==> src/rtl/dnn_pkg.sv <==
// Package for the directional nearest neighbour search: payload, stage types and constants.
`default_nettype none

package dnn_pkg;

  // Fixed field widths
  localparam int COORD_W  = 16;
  localparam int CENTRE_W = COORD_W + 2;
  localparam int DELTA_W  = CENTRE_W + 1;
  localparam int SQ_W     = 34;
  localparam int DIST_W   = SQ_W + 1;
  localparam int INDEX_W  = 10;

  // Candidate limit and the count that can hold it
  localparam int MAX_CANDIDATES = 1024;
  localparam int COUNT_W        = $clog2(MAX_CANDIDATES + 1);

  // Distances at or above this bound are never chosen
  localparam logic [SQ_W-1:0] DIST_LIMIT = 34'd10000000000;

  // Item commands
  localparam logic CMD_BEGIN     = 1'b0;
  localparam logic CMD_CANDIDATE = 1'b1;

  // Search directions
  localparam logic [1:0] DIR_LEFT  = 2'd0;
  localparam logic [1:0] DIR_RIGHT = 2'd1;
  localparam logic [1:0] DIR_DOWN  = 2'd2;
  localparam logic [1:0] DIR_UP    = 2'd3;

  typedef struct packed {
    logic                       cmd;
    logic signed [COORD_W-1:0]  pos_x;
    logic signed [COORD_W-1:0]  pos_y;
    logic        [COORD_W-1:0]  rect_width;
    logic        [COORD_W-1:0]  rect_height;
    logic        [1:0]          direction;
    logic                       active_ok;
    logic                       last;
  } in_t;

  typedef struct packed {
    logic               found;
    logic [INDEX_W-1:0] window_index;
  } out_t;

  // Stage after centre compare: deltas and qualification
  typedef struct packed {
    logic                      is_begin;
    logic                      last;
    logic                      horiz;
    logic                      qual;
    logic [INDEX_W-1:0]        pos;
    logic signed [DELTA_W-1:0] dx;
    logic signed [DELTA_W-1:0] dy;
  } delta_t;

  // Stage after squaring
  typedef struct packed {
    logic               is_begin;
    logic               last;
    logic               horiz;
    logic               qual;
    logic [INDEX_W-1:0] pos;
    logic [SQ_W-1:0]    sx;
    logic [SQ_W-1:0]    sy;
  } square_t;

endpackage

`default_nettype wire

==> src/rtl/directional_nearest_neighbour_top.sv <==
// Directional nearest neighbour search: three-stage pipeline with running best.
// A result is registered at the output after its last item passes the s1 and s2 registers.
// Throughput: one item per cycle; input stalls only while a finished result
// waits at the output and another last item has reached the final stage.
// Reset clears the query, the running best, the pipeline and the output.
`default_nettype none

module directional_nearest_neighbour_top (
  input  wire logic          clk,
  input  wire logic          rst,
  input  wire logic          in_valid,
  output logic               in_ready,
  input  wire dnn_pkg::in_t  in_data,
  output logic               out_valid,
  input  wire logic          out_ready,
  output dnn_pkg::out_t      out_data
);

  import dnn_pkg::*;

  // Query state
  logic signed [CENTRE_W-1:0] centre_x, centre_x_next;
  logic signed [CENTRE_W-1:0] centre_y, centre_y_next;
  logic [1:0]                 query_direction, query_direction_next;
  logic                       query_valid, query_valid_next;
  logic [COUNT_W-1:0]         candidate_count, candidate_count_next;

  // Running best
  logic [SQ_W-1:0]    best_distance, best_distance_next;
  logic [INDEX_W-1:0] best_position, best_position_next;
  logic               have_best, have_best_next;

  // Pipeline stages
  logic    v1, v2;
  delta_t  s1, s1_next;
  square_t s2, s2_next;

  logic advance;
  logic in_fire;

  logic signed [CENTRE_W-1:0] cx, cy;
  logic signed [DELTA_W-1:0]  dx, dy;
  logic                       side;
  logic                       slot_free;

  logic signed [2*DELTA_W-1:0] sq_x_full, sq_y_full;

  logic [DIST_W-1:0]  weighted;
  logic               better;
  logic [SQ_W-1:0]    upd_distance;
  logic [INDEX_W-1:0] upd_position;
  logic               upd_have;
  out_t               result;

  // Stall only when a result must be written but the output still holds one
  assign advance  = !(out_valid && !out_ready && v2 && s2.last);
  assign in_ready = advance;
  assign in_fire  = in_valid && in_ready;

  // Stage 1: centres, deltas, side test and candidate numbering
  always_comb begin
    cx = {{2{in_data.pos_x[COORD_W-1]}}, in_data.pos_x}
       + {2'b00, 1'b0, in_data.rect_width[COORD_W-1:1]};
    cy = {{2{in_data.pos_y[COORD_W-1]}}, in_data.pos_y}
       + {2'b00, 1'b0, in_data.rect_height[COORD_W-1:1]};
    dx = {cx[CENTRE_W-1], cx} - {centre_x[CENTRE_W-1], centre_x};
    dy = {cy[CENTRE_W-1], cy} - {centre_y[CENTRE_W-1], centre_y};
    unique case (query_direction)
      DIR_LEFT:  side = dx[DELTA_W-1];
      DIR_RIGHT: side = !dx[DELTA_W-1] && (dx != '0);
      DIR_DOWN:  side = !dy[DELTA_W-1] && (dy != '0);
      DIR_UP:    side = dy[DELTA_W-1];
      default:   side = 1'b0;
    endcase
    slot_free = candidate_count < COUNT_W'(MAX_CANDIDATES);

    centre_x_next        = centre_x;
    centre_y_next        = centre_y;
    query_direction_next = query_direction;
    query_valid_next     = query_valid;
    candidate_count_next = candidate_count;

    s1_next.is_begin = (in_data.cmd == CMD_BEGIN);
    s1_next.last     = in_data.last;
    s1_next.horiz    = !query_direction[1];
    s1_next.qual     = 1'b0;
    s1_next.pos      = INDEX_W'(candidate_count);
    s1_next.dx       = dx;
    s1_next.dy       = dy;

    if (in_data.cmd == CMD_BEGIN) begin
      centre_x_next        = cx;
      centre_y_next        = cy;
      query_direction_next = in_data.direction;
      query_valid_next     = in_data.active_ok;
      candidate_count_next = '0;
    end else if (slot_free) begin
      candidate_count_next = candidate_count + COUNT_W'(1);
      s1_next.qual         = query_valid && side;
    end

    // Close the query on its last item
    if (in_data.last) begin
      query_valid_next     = 1'b0;
      candidate_count_next = '0;
    end
  end

  // Stage 2: squares of the deltas
  assign sq_x_full = s1.dx * s1.dx;
  assign sq_y_full = s1.dy * s1.dy;

  always_comb begin
    s2_next.is_begin = s1.is_begin;
    s2_next.last     = s1.last;
    s2_next.horiz    = s1.horiz;
    s2_next.qual     = s1.qual;
    s2_next.pos      = s1.pos;
    s2_next.sx       = sq_x_full[SQ_W-1:0];
    s2_next.sy       = sq_y_full[SQ_W-1:0];
  end

  // Stage 3: weighted distance, compare with running best, result
  always_comb begin
    if (s2.horiz) begin
      weighted = {1'b0, s2.sx} + {s2.sy, 1'b0};
    end else begin
      weighted = {s2.sx, 1'b0} + {1'b0, s2.sy};
    end
    better = s2.qual && (weighted < {1'b0, best_distance});

    upd_distance = best_distance;
    upd_position = best_position;
    upd_have     = have_best;
    if (s2.is_begin) begin
      upd_distance = DIST_LIMIT;
      upd_position = '0;
      upd_have     = 1'b0;
    end else if (better) begin
      upd_distance = weighted[SQ_W-1:0];
      upd_position = s2.pos;
      upd_have     = 1'b1;
    end

    result.found        = upd_have;
    result.window_index = upd_have ? upd_position : '0;

    best_distance_next = upd_distance;
    best_position_next = upd_position;
    have_best_next     = upd_have;
    if (s2.last) begin
      best_distance_next = DIST_LIMIT;
      best_position_next = '0;
      have_best_next     = 1'b0;
    end
  end

  // Control state
  always_ff @(posedge clk) begin
    if (rst) begin
      centre_x        <= '0;
      centre_y        <= '0;
      query_direction <= DIR_LEFT;
      query_valid     <= 1'b0;
      candidate_count <= '0;
      best_distance   <= DIST_LIMIT;
      best_position   <= '0;
      have_best       <= 1'b0;
      v1              <= 1'b0;
      v2              <= 1'b0;
      out_valid       <= 1'b0;
    end else begin
      if (in_fire) begin
        centre_x        <= centre_x_next;
        centre_y        <= centre_y_next;
        query_direction <= query_direction_next;
        query_valid     <= query_valid_next;
        candidate_count <= candidate_count_next;
      end
      if (advance) begin
        v1 <= in_fire;
        v2 <= v1;
        if (v2) begin
          best_distance <= best_distance_next;
          best_position <= best_position_next;
          have_best     <= have_best_next;
        end
      end
      if (advance && v2 && s2.last) begin
        out_valid <= 1'b1;
      end else if (out_ready) begin
        out_valid <= 1'b0;
      end
    end
  end

  // Payload registers
  always_ff @(posedge clk) begin
    if (advance) begin
      s1 <= s1_next;
      s2 <= s2_next;
      if (v2 && s2.last) begin
        out_data <= result;
      end
    end
  end

  // Input holds off only while a result is blocked at the output
  assert property (@(posedge clk) disable iff (rst) !in_ready |-> (out_valid && !out_ready))
    else $error("input stalled without output backpressure");

  // No result reports a position without a find
  assert property (@(posedge clk) disable iff (rst)
    (out_valid && !out_data.found) |-> (out_data.window_index == '0))
    else $error("window index set without a find");

  // Without a best, the best registers sit at their cleared values
  assert property (@(posedge clk) disable iff (rst)
    !have_best |-> ((best_distance == DIST_LIMIT) && (best_position == '0)))
    else $error("best registers not cleared");

  // The running best never rises above the limit
  assert property (@(posedge clk) disable iff (rst) best_distance <= DIST_LIMIT)
    else $error("best distance above limit");

endmodule

`default_nettype wire
==> config.mk <==
export PLATFORM = sky130hd
export DESIGN_NAME = directional_nearest_neighbour_top
export DESIGN_NICKNAME = d
export VERILOG_FILES = /design/src/rtl/dnn_pkg.sv /design/src/rtl/directional_nearest_neighbour_top.sv
export SDC_FILE = /design/constraint.sdc
export NUM_CORES = 2
export LEC_CHECK = 0
export BUFFER_PORTS_ARGS = -buffer_cell sky130_fd_sc_hd__buf_4
export CORE_UTILIZATION = 40
export DETAILED_ROUTE_END_ITERATION = 6
export SLEW_MARGIN = 20
export SYNTH_ARGS = -nofsm -noshare
export SYNTH_HDL_FRONTEND = slang
export SYNTH_SLANG_ARGS = --single-unit
==> constraint.sdc <==
create_clock -name clk -period 10.2 [get_ports clk]
set_input_delay 0.51 -clock clk [delete_from_list [all_inputs] [get_ports clk]]
set_output_delay 0.51 -clock clk [all_outputs]
set_load 0.02 [all_outputs]
# ---- Word-level counts from Yosys, hierarchy flattened
# Index checks and enable logic that the tools add are counted.
dict set report totals {
  regBits 241
  input_bits 73
  out_inout_bits 13
  word_cells 91
}
dict set report classes {
  n_addsub 7
  multipliers 2
  order_cmp 2
  eq_ne 5
  n_mux 18
  bitwise 2
  reduce_logical 28
}
# operator count
set ops {}
lappend ops {{$mux 34} 3}
lappend ops {{$mul 19x19->34} 2}
lappend ops {{$reduce_bool 19->1} 2}
lappend ops {{$sub 17x17->18} 2}
lappend ops {{$add 34x35->35} 1}
lappend ops {{$add 35x34->35} 1}
lappend ops {{$lt 35x34->1} 1}
lappend ops {{$mux 35} 1}
lappend ops {{$add 16x16->17} 2}
lappend ops {{$mux 11} 3}
lappend ops {{$mux 10} 3}
lappend ops {{$reduce_and 2->1} 6}
lappend ops {{$add 11x1->11 const B} 1}
lappend ops {{$logic_and 1x1->1} 11}
lappend ops {{$lt 11x11->1 const B} 1}
lappend ops {{$mux 1} 7}
lappend ops {{$logic_not 1->1} 5}
lappend ops {{$eq 2x2->1 const B} 2}
lappend ops {{$pmux 1 s4} 1}
lappend ops {{$ne 3x2->1 const B} 1}
lappend ops {{$reduce_and 3->1} 1}
lappend ops {{$reduce_bool 3->1} 1}
lappend ops {{$eq 2x1->1 const B} 1}
lappend ops {{$logic_not 2->1} 1}
lappend ops {{other kinds (3)} 4}

# ---- Longest topological paths before layout
dict set report depth {
  ltp_word 8
  depth_mapped 26
  depth_no_buf 25
}

# ---- Worst setup path after synthesis
# Ideal clock, no wire load.
dict set report synth_path {
  path_kind {flip-flop to flip-flop}
  startpoint {register s1[10] (netlist name)}
  endpoint {register s2[32] (netlist name) (data pin)}
  arrival_ps 6696
  required_ps 9942
  path_slack_ps 3246
  stages_incl_launch_ff 25
  path_buffers 2
  synth_period_minus_slack_ps 6954
  path_cell_list {edfxtp_1 clkbuf_1 clkbuf_1 nand2_1 fa_1 inv_1 fa_1 inv_1 fa_1 inv_1 fa_1 fa_1 fa_1 ha_1 ha_1 and2_1 nand2_1 or4_1 a21boi_1 o311ai_1 a2111o_1 a31oi_1 a21o_1 a21oi_1 xnor2_1}
}
dict set report synth_between {
  elab_chain_len 1
}
# element line_no
set synth_lines {}
lappend synth_lines {{start, declared} directional_nearest_neighbour_top.sv:35} ;# delta_t s1, s1_next;
lappend synth_lines {{start signal, assigned} directional_nearest_neighbour_top.sv:200} ;# s1 <= s1_next;
lappend synth_lines {{$mul 19x19->34} directional_nearest_neighbour_top.sv:111} ;# assign sq_y_full = s1.dy * s1.dy;
lappend synth_lines {{net sq_y_full[32]} directional_nearest_neighbour_top.sv:46} ;# logic signed [2*DELTA_W-1:0] sq_x_full, sq_y_full;
lappend synth_lines {{end signal, assigned} directional_nearest_neighbour_top.sv:201} ;# s2 <= s2_next;
lappend synth_lines {{end, declared} directional_nearest_neighbour_top.sv:36} ;# square_t s2, s2_next;
# The timed path passes the listed nets, and every way through them passes these cells.
# A chain may end at the register's enable or synchronous reset.

# ---- Worst setup path after layout
dict set report layout_path {
  startpoint {register s1[3] (netlist name)}
  endpoint {register s2[32] (netlist name) (data pin)}
}
# Same word-level chain as after synthesis.

==> run metrics <==
largest net degree at the start of global routing=62; Yosys Warn Count=0; final setup TNS=0 ns; DIE AREA=91200 um^2; cts bufs inserted=28; Worst-Skew Late Latency=about 0.6 ns; crit path time final=7.68 ns; vias per cell=4.98; Fill cells=8610; final worst-path cycle share=75.3%; hold path startpoint=in_data[0]; f_max=0.130 GHz; total track usage=17.7%; PortBufs=83; share of cells above drive strength 1=5.64%; crit end category=register; FFs w/ async S/R, synth=0%; Hold Worst Slack=0.110 ns; initial detailed-routing violation count=1086; Final Max Slew Viols=0; Antenna Nets Post-Route=0; Slew HR=32.0%; setup bufs post-CTS=0; worst r2r path cells=21; mean post-synth cell area=9.60 um^2; Final Hold Viols=0; DRC errors left=0; commonest non-fill, non-tap cell in the layout=inv_1; core area=88800 um^2; RSZ-0062 raised after global routing=no; min-delay worst type=in -> reg; placed cells=4941; Top Usage Layer GRT=met2; Distinct cells, synth=82; synthesis-stage register bit count=roughly 240; Register Area=approximately 6200 um^2; area post-placement=38000 um^2; Multi-input gate area=26500 um^2; max-cap viol count=0; WS Path Type=reg -> reg; critical path startpoint category=register; Worst Setup SP=s1[3]; fin nets=4858; Syn Nets=4801; final instance area=around 39000 um^2; PostCTS Resize Cnt=0; RR Endpoint=s2[32]; Synth Flop Type=edfxtp_1; hold path depth=1; Mapped Area=between 30000 and 40000 um^2; n_diodes=0; GRT met1 Usage=23.9%; clk buf depth=3; final setup fails=0; Clock Sinks=237; sequential area share after synthesis=17.1%; dpl hpwl=~63000 um; area growth from synthesis to layout=8.25%; Post-Layout Cell Count=4993; slew of the pin with the lowest slew margin=1.02 ns; via count=about 25000; vias in the first global route=26300; outcome=complete, no violations; GRT overflow=0; CTS tree=yes; FP Rows=approximately 110; Root Driver=clkbuf_16; Worst Skew=0.0656 ns; most frequent cells in the layout=805 x inv_1, 597 x fa_1, 382 x ha_1; R2R Setup Slk=2.52 ns; router iterations before antenna repair=5; Detailed Route WL=77400 um; critical path fanouts, max=20; antenna violations before repair=1; Initial Util=40.5%; WP data required=10.55 ns; global-route wire length before repair=~130000 um; Critical Path AT=8.03 ns; Die H=302 um; Hold-fix buffers, CTS=0; I/O pins=86; GR Layer Usage met3=~1.7%; M2 GR Usage=between 30% and 40%; number of synthesized flops with an enable pin=141; Die X=approximately 300 um; Avg WL per Cell=15.5 um; Worst-path clk slew=0.06 ns; Routability Congestion=0.844; R2R Path Start=s1[3]; H-tree depth=1; Post-Syn Instances=3749; Hold Crit Endpoint=s1[50]
==> state kept, by name, summed over array words and instances, names as in the netlist <==
signal / flops
best_distance: 34
out_valid: 1
out_data: 11
have_best: 1
s1: 50
v2: 1
best_position: 10
query_valid: 1
centre_y: 17
v1: 1
query_direction: 2
s2: 80
candidate_count: 11
centre_x: 17
==> Yosys cell counts (all sizes together) (40+ instances only) <==
cell / n / share of area [%]
dfxtp: 96 / 5.3
and2: 109 / 1.9
a21oi: 182 / 2.6
a21o: 64 / 1.3
nor3: 45 / 0.64
nand2: 361 / 3.8
nor2b: 40 / 0.70
xnor2: 144 / 3.5
fa: 597 / 33
inv: 805 / 8.4
nand3: 48 / 0.67
nor2: 146 / 1.5
xor2: 68 / 1.7
edfxtp: 141 / 12
clkbuf: 87 / 0.91
ha: 382 / 13
o21ai: 86 / 1.2
==> worst max-delay path, stage by stage, from the launching register on <==
cell and delay, ns:
edfxtp_1 0.96, nand2_1 0.27, fa_1 0.60, inv_1 0.06, fa_1 0.51, inv_1 0.05, fa_1 0.50, inv_1 0.06
fa_1 0.48, fa_1 0.56, fa_1 0.41, ha_1 0.30, ha_1 0.39, nand2_1 0.14, or4_1 0.58, a21boi_1 0.32
o311ai_1 0.22, a2111o_1 0.44, a31oi_1 0.23, a21o_1 0.15, a21oi_1 0.07, xnor2_1 0.13
==> per-stage QoR <==
stage / setup slack (ns) / util, %
4_1_cts: 2.49 / 43.9
2_1_floorplan: 3.25 / -
5_1_grt: 2.16 / 43.9
3_5_place_dp: 2.57 / 42.8
3_3_place_gp: 2.61 / 42.8
6_report: 2.52 / 43.9
==> metal layers <==
layer | part of all wire, % | vias to the layer above
li1 | - | 12100
met1 | 45 | 12200
met2 | 49 | 470
met3 | 3.9 | 99
met4 | 2.3 | 0
met5 | 0 | -
==> worst max-delay path by stage <==
stage | depth (start not counted) | slack (ns) | to
floorplan | 24 | 3.25 | s2[32]
global placement | 23 | 2.61 | s2[32]
detailed placement | 21 | 2.57 | s2[32]
CTS | 21 | 2.49 | s2[32]
global route | 22 | 2.16 | s2[32]
finish | 21 | 2.52 | s2[32]
==> cell type report <==
class	count	area share [%]
clock inverters	18	0.392
clock buffers	34	1.99
repair buffers	121	2.33
well taps	1165	3.74
inverters	805	7.76
flip-flops and latches	237	15.8
multi-input cells	2613	68.0
==> cells by family after synthesis <==
| logic type | synth area share [%] |
|---|---|
| AOI/OAI and AO/OA | 10.1 |
| and+or+nand+nor | 11.3 |
| DFF | 17.1 |
| muxes | 0.351 |
| xor gates and xnor gates | 5.18 |
| buffers and inverters | 9.39 |
| adders and majority gates | 46.5 |
Power is not shown: default switching activity piles up to over one toggle a cycle in this logic, so the estimate is an artifact.
